==> src/design/worker_utilization_accounting_core_assert.svh <==
// ----------------------------------------------------------------------------
// Worker utilization accounting assertion macros
// Property wrappers used by the core; they compile to nothing when SYNTH is set.
// ----------------------------------------------------------------------------
`ifndef WORKER_UTILIZATION_ACCOUNTING_CORE_ASSERT_SVH
`define WORKER_UTILIZATION_ACCOUNTING_CORE_ASSERT_SVH

`ifndef SYNTH
`define WUAC_ASSERT_IMP(label, clk, rst, cond, expr) \
   label: assert property (@(posedge clk) disable iff (rst) (cond) |-> (expr)) \
      else $error("wuac assertion failed");
`define WUAC_ASSERT_NEXT(label, clk, rst, cond, expr) \
   label: assert property (@(posedge clk) disable iff (rst) (cond) |=> (expr)) \
      else $error("wuac assertion failed");
`else
`define WUAC_ASSERT_IMP(label, clk, rst, cond, expr)
`define WUAC_ASSERT_NEXT(label, clk, rst, cond, expr)
`endif

`endif

==> src/design/wuac_fifo.sv <==
// ----------------------------------------------------------------------------
// Worker utilization accounting queue
// Small register queue with push/full and pop/empty sides.
// ----------------------------------------------------------------------------
module wuac_fifo #(
   parameter int WIDTH = 8,
   parameter int DEPTH = 2
) (
   input  logic             clock,
   input  logic             reset,
   input  logic             push,
   input  logic [WIDTH-1:0] wdata,
   output logic             full,
   input  logic             pop,
   output logic [WIDTH-1:0] rdata,
   output logic             empty
);
   localparam int AW = (DEPTH > 1) ? $clog2(DEPTH) : 1;

   logic [WIDTH-1:0] mem_ff [DEPTH];
   logic [AW-1:0]    wr_ptr_ff, wr_ptr_in;
   logic [AW-1:0]    rd_ptr_ff, rd_ptr_in;
   logic [AW:0]      count_ff, count_in;
   logic             do_push, do_pop;

   assign empty   = (count_ff == '0);
   assign full    = (count_ff == (AW+1)'(DEPTH));
   assign do_push = push && !full;
   assign do_pop  = pop && !empty;
   assign rdata   = mem_ff[rd_ptr_ff];

   always_comb begin
      wr_ptr_in = wr_ptr_ff;
      rd_ptr_in = rd_ptr_ff;
      count_in  = count_ff;
      if (do_push) begin
         wr_ptr_in = (wr_ptr_ff == AW'(DEPTH - 1)) ? '0 : wr_ptr_ff + AW'(1);
      end
      if (do_pop) begin
         rd_ptr_in = (rd_ptr_ff == AW'(DEPTH - 1)) ? '0 : rd_ptr_ff + AW'(1);
      end
      if (do_push && !do_pop) begin
         count_in = count_ff + (AW+1)'(1);
      end else if (do_pop && !do_push) begin
         count_in = count_ff - (AW+1)'(1);
      end
   end

   always_ff @(posedge clock) begin
      if (reset) begin
         wr_ptr_ff <= '0;
         rd_ptr_ff <= '0;
         count_ff  <= '0;
      end else begin
         wr_ptr_ff <= wr_ptr_in;
         rd_ptr_ff <= rd_ptr_in;
         count_ff  <= count_in;
      end
   end

   always_ff @(posedge clock) begin
      if (do_push) begin
         mem_ff[wr_ptr_ff] <= wdata;
      end
   end

endmodule

==> config.mk <==
export PLATFORM = sky130hd
export DESIGN_NAME = wuac_fifo
export DESIGN_NICKNAME = d
export VERILOG_FILES = /design/src/design/worker_utilization_accounting_core_assert.svh /design/src/design/wuac_fifo.sv
export SDC_FILE = /design/constraint.sdc
export NUM_CORES = 1
export LEC_CHECK = 0
export ABC_CLOCK_PERIOD_IN_PS = 1640
export BUFFER_PORTS_ARGS = -buffer_cell sky130_fd_sc_hd__buf_2
export CAP_MARGIN = 20
export CORE_ASPECT_RATIO = 1.1
export CORE_MARGIN = 2
export CORE_UTILIZATION = 48
export CTS_CLUSTER_DIAMETER = 30
export CTS_CLUSTER_SIZE = 30
export DETAILED_ROUTE_END_ITERATION = 12
export GPL_TIMING_DRIVEN = 0
export PLACE_DENSITY = 0.83
export SETUP_SLACK_MARGIN = 0.15
export SYNTH_ARGS = -nofsm -noshare
export SYNTH_HDL_FRONTEND = slang
export SYNTH_SLANG_ARGS = --single-unit
==> constraint.sdc <==
create_clock -name clock -period 1.64 [get_ports clock]
set_input_delay 0 -clock clock [delete_from_list [all_inputs] [get_ports clock]]
set_output_delay 0 -clock clock [all_outputs]
set_load 0.02 [all_outputs]
==> results.toml, run 1 <==
[global_routing]
grt_remaining_overflow = 0
grt_pass1_vias = 498
grt_usage = 0.156
grt_pass1_wl_um = 2150
grt_max_degree = 12
antenna_found_initial = 0

[hold_path]
worstHoldStart = "push"
whs_path_depth = 4
hp-class = "input pin to register"
min_to = "wr_ptr_ff"

[floorplan]
dieArea_um2 = 1990
start_util = 0.509
row_count = 15
die_x_um = 42.8
fp.dieH_um = 46.6
io_pins = 22
core_um2 = 1560

[routing]
antenna_left = 0
vias = 505
drc_errors = 0
wl_per_cell_um = 14.3
dr.pass1.iters = 4
viasPerCell = 4.95
wirelength_um = 1460
drt_iter0_drc = 5

[worst_setup_path]
cp_max_fo = 5
timing.rr.start = "count_ff[1]"
r2r_slack_ps = 190
worstReg2RegEnd = "count_ff[1]"
rr_worst_depth = 5
startpoint = "count_ff[1]"
max_stage_delay_ps = 370
cp_num_buf_inv = 0
cp-end-kind = "register"
cp_data_required_time_ps = 1870
start_kind = "register"
slowest_stage = "dfxtp_2"
arrival_ps = 1680
crit_type = "register to register"
path_delay_family = "simple AND/OR/NAND/NOR gates"
cp_cell_sequence = "nor2b_4 > nor2_2 > ha_1 > or3_1 > a21oi_1"

[layout]
antenna_cells = 0
area_delta_synth_final_pct = 32.8
instances_no_fill = 102
drive_gt1_frac = 0.447
nNetsFinal = 99

[clock_network]
clockBufferDepth = 2
clk_latency_ps = 290
cts_sinks = 21
numCtsBuffers = 3
cts_root_buf = "clkbuf_4"
cts_tree = "yes"
htreeDepth = 1
clk_pin_slew_worst_paths_ps = 110

[sta]
skew_ps = 4.43
setup_tns_ps = 0
worst_slack_ps = 185
rsz0062_at_grt = "yes"
fin_crit_sh = 0.887
slew_violations = 0
fmax_mhz = 687
setup_viol = 0
hold_viol = 0
finalCriticalPeriod_ps = 1450
tightest_slew_ps = 370
maxSlewHeadroom = 0.753

[synthesis]
synth_top_area_frac = 0.606
synth_fp_nets = 63
synth.yosys.seq_area_share = 0.732
ys.warnings.count = 0
yosys-top-cells-area = "edfxtp_1, dfxtp_1, mux2_2"
ys_ff_latch = 21
synth_cell_types = 13
yosys.area.top_type = "edfxtp_1"
syn_area_um2 = 793
syn_inst = 50
syn_area_per_cell_um2 = 15.9

[placed_design]
post-place-ws_ps = 18.4
io_buffers = 21
gp_congestion = 0.620
dp.cells = 88
dp_hpwl_um = 942

[pwr]
sw_frac_of_total = 0.332
seqPwrFrac = 0.478
pwr-share-clk = 0.155
powerDensity_nw_per_um2 = 1460
power.leakage_nw = 0.428
power_switching_mw = 0.510
power_mw = 1.54
power_frac_comb = 0.367
vdd_drop_max_mv = 1.28
internal_power_mw = 1.03

[outcome]
status = "finished clean"

[run]
max_cap_viol_count = 0
## synthesized netlist by cell type
library cell and number:
edfxtp_1 16, mux2_2 8, dfxtp_1 5, nor2_1 5
o21ai_0 3, xor2_1 3, a21oi_1 2, inv_1 2
or3_1 2, and2_1 1, buf_2 1, ha_1 1
nor2b_2 1
## per-stage QoR
stage                     hold slack [ps]  utilization  area [um^2]
final                                 126        0.676         1050
after global routing                  158        0.676         1050
after CTS                             108        0.670         1040
after detailed placement              193        0.594          926
after global placement                188        0.594          926
after floorplan                      61.7            -          800
## layer usage
metal  GRT usage  routed length [um]  up-vias
met4      0.0563                   0        0
li1            -                   -      253
met2       0.321                 876       14
met1       0.151                 539      238
met5           0                   0        -
met3      0.0353                  47        0
## registers in the layout (all words and copies together), names as in the netlist, named ones only
signal / count
mem_ff: 16
count_ff: 2
rd_ptr_ff: 1
wr_ptr_ff: 1
## final cells by class
cell class,count,area (um^2)
Sequential cell,21,583
Tap cell,17,21.3
Fill cell,123,504
Buffer,1,5.00
Multi-Input combinational cell,26,208
Clock buffer,4,26.3
Timing Repair Buffer,31,203
Inverter,2,7.51
## layout by cell type, fill, tap and decap left out
master / count
a21oi_1: 2
and2_1: 1
buf_2: 22
buf_4: 1
clkbuf_1: 1
clkbuf_4: 3
dfxtp_1: 3
dfxtp_2: 2
dlygate4sd3_1: 9
edfxtp_1: 16
ha_1: 1
inv_1: 2
mux2_2: 8
nor2_1: 4
nor2_2: 1
nor2b_4: 1
o21ai_0: 2
o21ai_1: 1
or3_1: 2
xor2_1: 3
## worst register-to-register path: cells and delay by family, from the launching register on
family,cells,cell delay [ps]
fa+ha+maj,1,320
compound gates,1,120
flops,1,370
simple gates,3,580
## worst max path at each step
stage	to	slack, ps	cells after the start
3_5_place_dp	count_ff[1]	20	4
3_3_place_gp	count_ff[1]	90	4
4_1_cts	count_ff[1]	150	5
2_1_floorplan	count_ff[1]	150	4
6_report	count_ff[1]	190	5
5_1_grt	count_ff[1]	120	5
## timing repair
| action | in CTS | in global routing |
|---|---|---|
| cloned | 0 | 0 |
| resized for setup | 2 | 1 |
| pin swaps | 0 | 3 |
| endpoints found under the hold margin | 21 | 0 |
| endpoints found under the setup margin | 9 | 1 |
| setup buffers | 0 | 1 |
| hold buffers | 9 | 0 |
## logic make-up after synthesis
family | count (synthesis) | share of synthesized area
compound gates | 5 | 0.0315
xor+xnor | 3 | 0.0331
fa+ha+maj | 1 | 0.0158
flops | 21 | 0.732
mux | 8 | 0.114
buf+inv | 3 | 0.0158
simple gates | 9 | 0.0584
## power groups by stage
stage | combinational (mW) | clock (mW) | sequential (mW)
global route | 0.606 | 0.265 | 0.746
floorplan | 0.393 | 0 | 0.731
global placement | 0.513 | 0 | 0.737
finish | 0.565 | 0.238 | 0.736
CTS | 0.552 | 0.239 | 0.736
detailed placement | 0.532 | 0 | 0.745
Power figures use the tool's default switching activity.
==> inputs of run 2 (changes only) <==
--- a/config.mk
+++ b/config.mk
@@ -5,17 +5,18 @@
 export SDC_FILE = /design/constraint.sdc
 export NUM_CORES = 1
 export LEC_CHECK = 0
+export ABC_AREA = 1
 export ABC_CLOCK_PERIOD_IN_PS = 1640
 export BUFFER_PORTS_ARGS = -buffer_cell sky130_fd_sc_hd__buf_2
 export CAP_MARGIN = 20
 export CORE_ASPECT_RATIO = 1.1
 export CORE_MARGIN = 2
-export CORE_UTILIZATION = 48
+export CORE_UTILIZATION = 49
 export CTS_CLUSTER_DIAMETER = 30
 export CTS_CLUSTER_SIZE = 30
 export DETAILED_ROUTE_END_ITERATION = 12
 export GPL_TIMING_DRIVEN = 0
-export PLACE_DENSITY = 0.83
+export PLACE_DENSITY = 0.84
 export SETUP_SLACK_MARGIN = 0.15
 export SYNTH_ARGS = -nofsm -noshare
 export SYNTH_HDL_FRONTEND = slang
==> run 2 against run 1 <==
  * Total power up 4.5%
  * Sequential share of layout area down 3.1 points
  * Clock power about the same
  * Core utilization up 3.4 points
  * Sequential power up 2%
  * Critical path type unchanged
  * Largest cell class unchanged
  * Highest routed layer is now met4
==> results.toml, run 2 <==
[outcome]
status = "finished clean"

[synthesis]
ys_ff_latch = 21
ys.warnings.count = 0
synth_common_cells = "edfxtp_1, nor2_1, mux2_2"
synth_cell_types = 16
yosys-top-cells-area = "edfxtp_1, dfxtp_1, mux2_2"
synth_top_area_frac = 0.580
syn_area_um2 = 828
syn_inst = 62
synthFlopType = "edfxtp_1"
ys_async_sr_fraction = 0
syn_area_per_cell_um2 = 13.4
yosys.area.top_type = "edfxtp_1"
synth_edf_count = 16
synth_fp_nets = 75
yosysMostFrequentCell = "edfxtp_1"
synth.yosys.seq_area_share = 0.701

[sta]
fin_hold_ws_ps = 61.8
slew_violations = 0
worst_slack_ps = 209
fin_crit_sh = 0.873
rsz0062_at_grt = "yes"
tightest_slew_ps = 649
setup_viol = 0
setup_tns_ps = 0
skew_ps = 0.740
maxSlewHeadroom = 0.566
hold_viol = 0
finalCriticalPeriod_ps = 1430
fmax_mhz = 699

[worst_setup_path]
cp_max_fo = 8
cp-end-kind = "register"
cp_data_required_time_ps = 1590
start_kind = "register"
crit_type = "register to register"
r2r_slack_ps = 210
startpoint = "count_ff[1]"
arrival_ps = 1380
timing.rr.start = "count_ff[1]"

[routing]
drt_iter0_drc = 10
drc_errors = 0
wirelength_um = 1420
antenna_left = 0
dr.pass1.iters = 5
viasPerCell = 4.91
vias = 565
wl_per_cell_um = 12.3

[placed_design]
dp_hpwl_um = 953
dp.cells = 100
post-place-ws_ps = 105
gp_congestion = 0.707
placed_area_um2 = 955
io_buffers = 21

[layout]
nNetsFinal = 112
area_delta_synth_final_pct = 35.2
top_register = "mem_ff"
fin_area_um2 = 1120
instances_no_fill = 115
largest_registers = "mem_ff (16), count_ff (2)"
final_util = 0.710
layout_commonest_cell = "buf_2"
largest_reg_flops = 16
final_cell_mix = "buf_2, edfxtp_1, nor2_1, dlygate4sd3_1, mux2_2"
drive_gt1_frac = 0.459
fill_cells = 111
antenna_cells = 0

[clock_network]
clk_latency_ps = 300
cts_sinks = 21
htreeDepth = 1
clk_pin_slew_worst_paths_ps = 110
clockBufferDepth = 2
cts_root_buf = "clkbuf_4"
cts_tree = "yes"
numCtsBuffers = 3

[global_routing]
grt-busiest-layer = "met2"
grt_pass1_wl_um = 2060
globalRouteMet3Util = 0.0500
met1_usage = 0.153
grt_max_degree = 13
grt_pass1_vias = 500
grt_remaining_overflow = 0
antenna_found_initial = 0
grt_usage = 0.149
use_met2 = 0.269

[pwr]
power.leakage_nw = 0.464
pwr-share-clk = 0.148
power_switching_mw = 0.559
vdd_drop_max_mv = 0.992
seqPwrFrac = 0.466
power_mw = 1.61
power_frac_comb = 0.386
powerDensity_nw_per_um2 = 1440
internal_power_mw = 1.05
sw_frac_of_total = 0.347

[floorplan]
row_count = 15
dieArea_um2 = 2040
core_um2 = 1580
start_util = 0.525
die_x_um = 43.2
fp.dieH_um = 47.1
io_pins = 22

[run]
max_cap_viol_count = 0

[hold_path]
worstHoldStart = "push"
hp-class = "input pin to register"
==> run 2: cell count changes after synthesis, sizes merged, moves of 2 or more <==
cell / change
nor2: +4
or3: -2
inv: +7
nand2: +4
o21ai: +2
xor2: -3
==> run 2: per-layer routing <==
layer | up-vias | routed length [um]
met5 | - | 0
met4 | 0 | 29
met3 | 2 | 71
met2 | 21 | 724
met1 | 257 | 592
li1 | 285 | -
==> run 2: path summary, 6_finish.rpt <==
path | to | cells after the start
worst min-delay path | wr_ptr_ff | 4
worst max-delay path | mem_ff[0][5] | 3
worst max register to register | mem_ff[0][5] | 3
worst min register to register | wr_ptr_ff | 2
==> run 2: layout make-up <==
type	instances	area (um^2)	share of cell area
Sequential cell	21	586	0.523
Multi-Input combinational cell	31	236	0.211
Timing Repair Buffer	32	210	0.188
Inverter	9	33.8	0.0302
Clock buffer	3	22.5	0.0201
Tap cell	17	21.3	0.0190
Clock inverter	1	5.00	0.00447
Buffer	1	5.00	0.00447
==> run 2: logic make-up (layout without fill, tap and decap cells) <==
kind of cell | after synthesis | in the layout | synth area share
multiplexers | 8 | 8 | 0.109
AO/OA/AOI/OAI | 6 | 6 | 0.0453
adder cells (fa/ha/maj) | 1 | 1 | 0.0151
buffers and inverters | 10 | 46 | 0.0468
AND/OR/NAND/NOR | 16 | 16 | 0.0831
flip-flops | 21 | 21 | 0.701
==> run 2: critical path: stages, from the launching register on <==
cell and delay, ps:
dfxtp_4 360, inv_1 120, o21ai_4 90, nor2_1 510
==> run 2: what timing repair did <==
item | 4_1_cts | 5_1_grt
hold buffers | 9 | 0
setup buffers | 0 | 2
pin swaps | 0 | 1
setup endpoints to repair | 16 | 18
gates resized for setup | 0 | 7
endpoints found under the hold margin | 19 | 0
==> run 2: power by group through the flow <==
stage / Sequential, mW / Clock [mW] / Combinational [mW]
floorplan: 0.735 / 0 / 0.392
global placement: 0.741 / 0 / 0.508
detailed placement: 0.751 / 0 / 0.520
CTS: 0.738 / 0.247 / 0.539
global route: 0.761 / 0.270 / 0.679
finish: 0.749 / 0.238 / 0.621
