## config.mk

```make
export PLATFORM = sky130hd
export DESIGN_NAME = wuac_front
export DESIGN_NICKNAME = d
export VERILOG_FILES = /design/src/design/worker_utilization_accounting_core_assert.svh /design/src/design/wuac_pkg.sv /design/src/design/wuac_front.sv
export SDC_FILE = /design/constraint.sdc
export NUM_CORES = 1
export LEC_CHECK = 0
export BUFFER_PORTS_ARGS = -buffer_cell sky130_fd_sc_hd__buf_2
export CORE_MARGIN = 5
export CORE_UTILIZATION = 45
export DETAILED_ROUTE_END_ITERATION = 16
export HOLD_SLACK_MARGIN = 0.05
export PLACE_DENSITY_LB_ADDON = 0.08
export SLEW_MARGIN = 5
export SYNTH_ARGS = -nofsm -noshare
export SYNTH_HDL_FRONTEND = slang
export SYNTH_SLANG_ARGS = --single-unit
```

## constraint.sdc

```tcl
create_clock -name clock -period 4.85 [get_ports clock]
set_input_delay 0.2425 -clock clock [delete_from_list [all_inputs] [get_ports clock]]
set_output_delay 0.2425 -clock clock [all_outputs]
set_load 0.01 [all_outputs]
```

## src/design/worker_utilization_accounting_core_assert.svh

```systemverilog
// ----------------------------------------------------------------------------
// Worker utilization accounting assertion macros
// Property wrappers used by the core; they compile to nothing when SYNTH is set.
// ----------------------------------------------------------------------------
`ifndef WORKER_UTILIZATION_ACCOUNTING_CORE_ASSERT_SVH
`define WORKER_UTILIZATION_ACCOUNTING_CORE_ASSERT_SVH

`ifndef SYNTH
`define WUAC_ASSERT_IMP(label, clk, rst, cond, expr) \
   label: assert property (@(posedge clk) disable iff (rst) (cond) |-> (expr)) \
      else $error("wuac assertion failed");
`define WUAC_ASSERT_NEXT(label, clk, rst, cond, expr) \
   label: assert property (@(posedge clk) disable iff (rst) (cond) |=> (expr)) \
      else $error("wuac assertion failed");
`else
`define WUAC_ASSERT_IMP(label, clk, rst, cond, expr)
`define WUAC_ASSERT_NEXT(label, clk, rst, cond, expr)
`endif

`endif

```

## src/design/wuac_pkg.sv

```systemverilog
// ----------------------------------------------------------------------------
// Worker utilization accounting package
// Fixed field widths, queue depth and event codes shared by the core.
// ----------------------------------------------------------------------------
package wuac_pkg;

   localparam int OUT_TIME_W  = 64;
   localparam int OUT_COUNT_W = 16;
   localparam int WORKER_W    = 11;
   localparam int OP_W        = 2;
   localparam int QUEUE_DEPTH = 2;

   typedef enum logic [OP_W-1:0] {
      OP_READY = 2'd0,
      OP_START = 2'd1,
      OP_END   = 2'd2
   } op_type;

endpackage

```

## src/design/wuac_front.sv

```systemverilog
// ----------------------------------------------------------------------------
// Worker utilization accounting front end
// Accepts events, computes the interval and the worker split, updates counts.
// ----------------------------------------------------------------------------
module wuac_front #(
   parameter int COUNT_WIDTH = 16,
   parameter int TIME_WIDTH  = 64
) (
   input  logic                              clock,
   input  logic                              reset,
   input  logic                              csr_valid,
   input  logic [wuac_pkg::WORKER_W-1:0]     csr_data,
   input  logic                              req_push,
   input  logic [wuac_pkg::OUT_TIME_W-1:0]   req_event_time,
   input  logic [wuac_pkg::OP_W-1:0]         req_operation,
   input  logic                              q_full,
   output logic                              q_push,
   output logic [TIME_WIDTH-1:0]             q_dt,
   output logic [COUNT_WIDTH-1:0]            q_run_old,
   output logic [wuac_pkg::WORKER_W-1:0]     q_delay,
   output logic [wuac_pkg::WORKER_W-1:0]     q_idle,
   output logic [COUNT_WIDTH-1:0]            q_run_new,
   output logic [COUNT_WIDTH-1:0]            q_rdy_new,
   output logic                              q_over,
   output logic                              q_err
);
   import wuac_pkg::*;

   localparam int SUM_W = ((COUNT_WIDTH > WORKER_W) ? COUNT_WIDTH : WORKER_W) + 1;

   logic [WORKER_W-1:0]    worker_ff, worker_in;
   logic [TIME_WIDTH-1:0]  last_time_ff, last_time_in;
   logic [COUNT_WIDTH-1:0] run_ff, run_in;
   logic [COUNT_WIDTH-1:0] rdy_ff, rdy_in;
   logic [COUNT_WIDTH-1:0] nxt_run, nxt_rdy;
   logic [TIME_WIDTH-1:0]  now;
   logic [SUM_W-1:0]       run_x, rdy_x, wk_x, busy_x;
   logic                   accept, err;

   assign accept = req_push && !q_full;
   assign now    = req_event_time[TIME_WIDTH-1:0];
   assign run_x  = SUM_W'(run_ff);
   assign rdy_x  = SUM_W'(rdy_ff);
   assign wk_x   = SUM_W'(worker_ff);
   assign busy_x = run_x + rdy_x;

   always_comb begin
      q_delay = '0;
      q_idle  = '0;
      if (run_x >= wk_x) begin
         q_delay = '0;
         q_idle  = '0;
      end else if (busy_x <= wk_x) begin
         q_delay = WORKER_W'(rdy_x);
         q_idle  = WORKER_W'(wk_x - busy_x);
      end else begin
         q_delay = WORKER_W'(wk_x - run_x);
         q_idle  = '0;
      end
   end

   always_comb begin
      nxt_run = run_ff;
      nxt_rdy = rdy_ff;
      err     = 1'b0;
      unique case (op_type'(req_operation))
         OP_READY: begin
            if (rdy_ff == '1) begin
               err = 1'b1;
            end else begin
               nxt_rdy = rdy_ff + COUNT_WIDTH'(1);
            end
         end
         OP_START: begin
            if (rdy_ff == '0) begin
               err = 1'b1;
            end else begin
               nxt_rdy = rdy_ff - COUNT_WIDTH'(1);
            end
            if (run_ff == '1) begin
               err = 1'b1;
            end else begin
               nxt_run = run_ff + COUNT_WIDTH'(1);
            end
         end
         OP_END: begin
            if (run_ff == '0) begin
               err = 1'b1;
            end else begin
               nxt_run = run_ff - COUNT_WIDTH'(1);
            end
         end
         default: begin
         end
      endcase
   end

   always_comb begin
      worker_in    = csr_valid ? csr_data : worker_ff;
      last_time_in = accept ? now : last_time_ff;
      run_in       = accept ? nxt_run : run_ff;
      rdy_in       = accept ? nxt_rdy : rdy_ff;
   end

   always_ff @(posedge clock) begin
      if (reset) begin
         worker_ff    <= WORKER_W'(1);
         last_time_ff <= '0;
         run_ff       <= '0;
         rdy_ff       <= '0;
      end else begin
         worker_ff    <= worker_in;
         last_time_ff <= last_time_in;
         run_ff       <= run_in;
         rdy_ff       <= rdy_in;
      end
   end

   assign q_push    = accept;
   assign q_dt      = now - last_time_ff;
   assign q_run_old = run_ff;
   assign q_run_new = nxt_run;
   assign q_rdy_new = nxt_rdy;
   assign q_over    = (run_x > wk_x);
   assign q_err     = err;

endmodule

```

==> results of run 1 <==
worst reg2reg max path: cells and delay by family (launching register included):
family	cells	cell delay (ps)
DFF	1	320
AOI/OAI and AO/OA	2	580
xor gates and xnor gates	1	100
and+or+nand+nor	7	2000
buffers and inverters	1	180
metal layers:
metal / vias to the layer above / global-route usage (%) / part of all wire (%)
met2: 392 / 40.26 / 44
met4: 8 / 6.614 / 2.0
li1: 6376 / - / -
met5: - / 0 / 0.14
met3: 50 / 5.654 / 7.4
met1: 5851 / 36.06 / 46
cells in the final DEF, fill, tap and decap left out, drive strengths merged, types with 5 or more instances in the layout:
master / netlist / routed
nand2: 294 / 294
buf: 8 / 257
a21oi: 215 / 215
inv: 155 / 157
ha: 131 / 131
nor2: 121 / 121
dfxtp: 107 / 107
o21ai: 78 / 78
xnor2: 53 / 53
a21o: 39 / 39
nor3: 37 / 37
nand3: 33 / 33
a31oi: 29 / 29
xor2: 28 / 28
nand4: 25 / 25
mux2i: 23 / 23
nor2b: 21 / 21
o21bai: 19 / 19
and3: 17 / 17
nand2b: 16 / 16
o31ai: 12 / 12
o21a: 11 / 11
o211ai: 10 / 10
nor4: 10 / 10
clkbuf: 84 / 10
a221oi: 9 / 9
a211oi: 9 / 9
a311oi: 9 / 9
a41oi: 7 / 7
or3: 7 / 7
a21boi: 7 / 7
or2: 7 / 7
a31o: 6 / 6
o311ai: 6 / 6
and2: 5 / 5
o22ai: 5 / 5
a2111oi: 5 / 5
clkinv: 1 / 5
state kept, by name, summed over array words and instances, names as in the netlist:
name / count
q_run_old: 16
last_time_ff: 64
rdy_ff: 16
worker_ff: 11
what timing repair did:
item | 4_1_cts | 5_1_grt
resized for setup | 3 | 31
setup endpoints to repair | 12 | 22
buffers inserted | 3 | 6
cloned | 0 | 1
endpoints found under the hold margin | 0 | 0
pin swaps | 0 | 18
per-stage QoR:
stage / std cells / area (um^2) / power (W) / TNS [ps]
final: 2236 / 13630 / 0.003361 / 0
after global routing: 2235 / 13630 / 0.003590 / -2000
after CTS: 2228 / 13440 / 0.003330 / 0
after detailed placement: 2209 / 13110 / 0.002514 / 0
after global placement: 2209 / 13110 / 0.002511 / 0
after floorplan: 1719 / 11720 / 0.002001 / 0
final cells by class:
class                           instances  area share (%)
Tap cell                              335           3.075
Antenna cell                            1         0.01836
Timing Repair Buffer                  257           10.28
Clock buffer                           10           1.753
Sequential cell                       107           15.76
Multi-Input combinational cell       1364           64.38
Inverter                              156           4.305
Clock inverter                          6          0.4314
power groups by stage:
| stage | logic, W | clock network [W] | registers (W) |
|---|---|---|---|
| after global placement | 0.00153 | 0 | 0.000978 |
| after global routing | 0.00178 | 0.000841 | 0.000965 |
| after CTS | 0.00156 | 0.000811 | 0.000958 |
| after detailed placement | 0.00154 | 0 | 0.000979 |
| after floorplan | 0.00104 | 0 | 0.000964 |
| final | 0.00162 | 0.000783 | 0.000959 |
kinds of logic (layout without fill, tap and decap cells):
group	Yosys count	count (layout)
AOI/OAI and AO/OA	514	514
and+or+nand+nor	611	611
adders and majority gates	135	135
other	0	1
xor gates and xnor gates	81	81
muxes	23	23
buffers and inverters	248	429
DFF	107	107
final timing paths:
kind / slack [ps] / cells past startpoint / end / from
worst max register to register: 1600 / 11 / rdy_ff[15] / rdy_ff[2]
worst min-delay path: 100 / 3 / worker_ff[0] / csr_data[0]
worst max-delay path: 50 / 23 / q_delay[2] / rdy_ff[0]
worst min register to register: 460 / 2 / last_time_ff[22] / last_time_ff[22]
==> flow_metrics.env, run 1 <==
export IMPL_status="finished, final reports clean"
export IMPL_multi_input_area_um2=8776
export IMPL_synth_top_family_by_area="compound AO/OA/AOI/OAI gates"
export IMPL_synthToLayoutAreaGrowth_pct=16.30
export IMPL_yosys_most_used_dff="dfxtp_1"
export IMPL_synth_edf_count=0
export IMPL_syn_nets=1936
export IMPL_syn_area_per_cell_um2=6.819
export IMPL_clkTransAtPathRegs_ps=80
export IMPL_cp_data_required_time_ps=4610
export IMPL_clk_latency_ps=360
export IMPL_synth_common_cells="nand2_1, a21oi_1, inv_1"
export IMPL_relSlewSlack_pct=25.51
export IMPL_grt_max_degree=62
export IMPL_seq_area_um2=2148
export IMPL_dieArea_um2=29370
export IMPL_htreeDepth=3
export IMPL_synthArstFlopShare_pct=0
export IMPL_grt_usage_pct=25.74
export IMPL_fin_ws_ps=51.98
export IMPL_cpPeakStageDelay_ps=360
export IMPL_synth_fa_ha_area_share_pct=14.67
export IMPL_final_nets=2112
export IMPL_antenna_found_initial=4
export IMPL_whs_ps=99.48
export IMPL_vias=12680
export IMPL_hold_viol=0
export IMPL_io_pins=219
export IMPL_ant_nets=0
export IMPL_die_w_um=171.4
export IMPL_worst_setup_path_end_kind="output pin"
export IMPL_leakagePower_nw=5.990
export IMPL_maxCapViolations=0
export IMPL_p_sw_share_pct=42.04
export IMPL_rows=59
export IMPL_cts_root_buffer="clkbuf_16"
export IMPL_grt_overflow_total=0
export IMPL_seqPwrFrac_pct=28.5
export IMPL_p_clk_share_pct=23.3
export IMPL_rsz0062_at_grt="true"
export IMPL_pwr_share_comb_pct=48.2
export IMPL_dp_slack_ps=162.7
export IMPL_yosysTopAreaCellShare_pct=18.27
export IMPL_clock_path_buffers=2
export IMPL_synth_area_um2=11720
export IMPL_drt_pass1_iterations=5
export IMPL_criticalPathCategory="flop to output pin"
export IMPL_path_max_fanout=5
export IMPL_core_area_um2=25840
export IMPL_fin_crit_sh_pct=98.93
export IMPL_grt_pass1_wl_um=61140
export IMPL_gp_congestion=0.9715
export IMPL_final_util_pct=52.76
export IMPL_muxShareOfSynthArea_pct=1.964
export IMPL_cp_arrival_ps=4560
export IMPL_synth_area_leaders="dfxtp_1, ha_1, nand2_1"
export IMPL_max_vdd_ir_drop_v=0.0001540
export IMPL_drive_gt1_share_pct=16.84
export IMPL_yosysUniqueCellTypes=80
export IMPL_synthSimpleGateAreaFrac_pct=23.64
export IMPL_fillers=2702
export IMPL_port_buffers=218
export IMPL_routed_wirelength_um=39600
export IMPL_power_density_nw_per_um2=246.6
export IMPL_wire_per_inst_um=17.71
export IMPL_p_int_w=0.001948
export IMPL_start_kind="flop"
export IMPL_critPathTopFamily="compound AO/OA/AOI/OAI gates"
export IMPL_synth_compound_area_share_pct=27.42
export IMPL_slowest_stage="fa_2"
export IMPL_path_cells="ha_4 > fa_2 > a21o_1 > a21oi_2 > nand2b_4 > nand2b_4 > a21oi_4 > xnor2_2 > ha_1 > a21o_1 > a21oi_2 > nor2_1 > o31ai_1 > nand2b_1 > a21oi_2 > o2111ai_2 > nor4_2 > buf_4 > buf_8 > buf_6 > mux2i_1 > nor2_1 > buf_2"
export IMPL_yosys_warnings=0
export IMPL_ys_seq_area_share_pct=18.27
export IMPL_fin_worst_skew_ps=7.536
export IMPL_power_net_switching_w=0.001413
export IMPL_fmax_mhz=208.4
export IMPL_drc=0
export IMPL_crit_top_cell="a21oi_2"
export IMPL_drt_iter0_drc=975
export IMPL_final_max_slew_viol_count=0
export IMPL_yosysMostFrequentCell="nand2_1"
export IMPL_synthXorXnorAreaFrac_pct=6.053
export IMPL_worst_path_buf_inv=4
export IMPL_die_h_um=171.4
export IMPL_cts_buffers=9
export IMPL_setup_violations=0
export IMPL_initial_core_util_pct=45.37
export IMPL_hold_buffers=0
export IMPL_tritoncts="built"
export IMPL_hold_class="input port to flop"
export IMPL_grt_pass1_vias=11620
export IMPL_yosysTopAreaCell="dfxtp_1"
export IMPL_viasPerCell=5.669
export IMPL_timing_final_crit_period_ps=4798
export IMPL_ys_ff_latch=107
export IMPL_synth_cells=1719
export IMPL_worst_pin_slew_ps=1117
export IMPL_cts_num_sinks=107
export IMPL_dp_hpwl_um=30700
Note: power is estimated with default switching activity, not from simulation.
==> run 2, diff against run 1 <==
Settings changed: CORE_UTILIZATION 45 to 49.
==> run 2 against run 1 <==
Fmax up 2.1%. Combinational power down 3%. Via count up 0.76%. Power decreased by 1.5%. Sequential power hardly changed. Final area shrank 1.1%. Wire length shrank 1.2%. Clock power barely moved. Flip-flop and latch count is the same. Critical path type unchanged. Critical endpoint is now q_delay[1].
==> flow_metrics.env, run 2 (synthesis results as in run 1) <==
export IMPL_status="finished, final reports clean"
export IMPL_routed_wirelength_um=39130
export IMPL_port_buffers=218
export IMPL_drt_iter0_drc=993
export IMPL_pwr_share_comb_pct=47.4
export IMPL_leakagePower_nw=5.921
export IMPL_largest_reg_flops=64
export IMPL_cp_data_required_time_ps=4610
export IMPL_grt_pass1_wl_um=60860
export IMPL_core_area_um2=23540
export IMPL_cts_root_buffer="clkbuf_16"
export IMPL_setup_violations=0
export IMPL_antenna_found_initial=5
export IMPL_worst_pin_slew_ps=1157
export IMPL_final_nets=2104
export IMPL_max_vdd_ir_drop_v=0.0001914
export IMPL_maxCapViolations=0
export IMPL_die_h_um=164.7
export IMPL_slowest_stage="fa_2"
export IMPL_htreeDepth=3
export IMPL_min_to="worker_ff[6]"
export IMPL_rows=56
export IMPL_drt_pass1_iterations=5
export IMPL_reg2reg_depth=11
export IMPL_p_clk_share_pct=23.6
export IMPL_r2r_end="rdy_ff[15]"
export IMPL_fin_crit_sh_pct=96.90
export IMPL_drive_gt1_share_pct=15.91
export IMPL_p_sw_share_pct=42.42
export IMPL_crit_top_cell="a21oi_2"
export IMPL_power_net_switching_w=0.001404
export IMPL_final_max_slew_viol_count=0
export IMPL_criticalPathCategory="flop to output pin"
export IMPL_r2r_start="rdy_ff[2]"
export IMPL_seqPwrFrac_pct=29.0
export IMPL_hold_buffers=0
export IMPL_initial_core_util_pct=49.79
export IMPL_cp_arrival_ps=4460
export IMPL_setup_tns_ps=0
export IMPL_vias=12770
export IMPL_worstHoldPathCells=3
export IMPL_whs_ps=101.6
export IMPL_cts_num_sinks=107
export IMPL_fin_worst_skew_ps=8.820
export IMPL_path_max_fanout=6
export IMPL_grt_max_degree=95
export IMPL_wire_per_inst_um=17.68
export IMPL_synthToLayoutAreaGrowth_pct=15.06
export IMPL_clock_path_buffers=2
export IMPL_grt_pass1_vias=11830
export IMPL_die_w_um=164.7
export IMPL_path_cells="ha_2 > fa_2 > a21o_1 > a21oi_2 > nand2b_4 > nand2b_1 > a21oi_2 > xnor2_2 > ha_1 > a21o_1 > a21oi_1 > nor2_1 > o31ai_1 > nand2b_1 > a21oi_2 > o2111ai_2 > nor4_4 > buf_4 > buf_6 > mux2i_1 > nor2_1 > buf_2"
export IMPL_io_pins=219
export IMPL_final_cell_mix="nand2_1, buf_2, a21oi_1"
export IMPL_clkTransAtPathRegs_ps=90
export IMPL_start_kind="flop"
export IMPL_timing_final_crit_period_ps=4700
export IMPL_dieArea_um2=27110
export IMPL_tritoncts="built"
export IMPL_grt_overflow_total=0
export IMPL_p_int_w=0.001905
export IMPL_final_util_pct=57.29
export IMPL_cpPeakStageDelay_ps=350
export IMPL_drc=0
export IMPL_mostFrequentLayoutCell="nand2_1"
export IMPL_reg2reg_slack_ps=1590
export IMPL_ant_nets=0
export IMPL_relSlewSlack_pct=22.86
export IMPL_fillers=2395
export IMPL_worstHoldStart="csr_data[6]"
export IMPL_cts_buffers=9
export IMPL_gp_congestion=0.9459
export IMPL_hold_class="input port to flop"
export IMPL_top_register="last_time_ff"
export IMPL_clk_latency_ps=370
export IMPL_viasPerCell=5.772
export IMPL_hold_viol=0
export IMPL_crit_start="rdy_ff[0]"
export IMPL_fmax_mhz=212.8
export IMPL_worst_setup_path_end_kind="output pin"
export IMPL_grt_usage_pct=27.77
export IMPL_dp_hpwl_um=30020
export IMPL_power_density_nw_per_um2=245.4
run 2: cell types whose count changed in the layout (fill, tap and decap cells not counted), moves of 2 or more:
cell,previous run,this run
dfxtp_2,2,0
nor3_2,3,1
buf_4,37,30
dfxtp_1,104,106
nor3_1,32,34
run 2: critical path: cells and delay by family (launching register included):
kind / cells / cell delay (ps)
muxes: 1 / 210
adders and majority gates: 3 / 880
and+or+nand+nor: 6 / 730
DFF: 1 / 330
xor gates and xnor gates: 1 / 110
AOI/OAI and AO/OA: 8 / 1360
buffers and inverters: 3 / 470
run 2: how the worst max path moves through the flow:
stage | endpoint | depth (start not counted)
6_report | q_delay[1] | 22
5_1_grt | q_delay[7] | 22
4_1_cts | q_idle[10] | 20
3_5_place_dp | q_idle[10] | 18
3_3_place_gp | q_idle[10] | 18
2_1_floorplan | q_idle[2] | 20
run 2: what timing repair did:
item / 4_1_cts / 5_1_grt
pin swaps: 0 / 9
cloned: 0 / 1
setup endpoints to repair: 5 / 22
gates resized for setup: 1 / 21
setup buffers: 0 / 4
run 2: cell type report:
cell class              instances  area [um^2]  area share (%)
flip-flops and latches        107         2146           15.91
diodes                          2        5.005         0.03711
clock inverters                 6        61.31          0.4546
repair buffers                249         1334           9.890
inverters                     156        586.8           4.351
multi-input cells            1364         8726           64.70
well taps                     319        399.1           2.959
clock buffers                  10        229.0           1.698
run 2: through the flow:
stage                     setup WS (ps)  total power [W]  cell area, um^2  instances
after global placement            481.7         0.002494            13070       2190
after CTS                        -10.99         0.003298            13360       2206
after floorplan                   620.2         0.002001            11720       1719
after detailed placement          365.9         0.002501            13070       2190
after global routing             -20.92         0.003518            13480       2211
final                             150.3         0.003309            13490       2213
run 2: power groups by stage:
stage	combinational (W)	clock (W)	sequential (W)
after detailed placement	0.00152	0	0.000980
final	0.00157	0.000781	0.000960
after global routing	0.00173	0.000825	0.000966
after floorplan	0.00104	0	0.000964
after CTS	0.00153	0.000808	0.000959
after global placement	0.00152	0	0.000978
run 2: metal layers:
layer	up-vias	global-route usage (%)	routed length [um]
met3	66	5.465	2759
li1	6362	-	-
met2	394	43.81	17290
met5	-	0	53
met4	8	8.166	877
met1	5943	38.47	18160
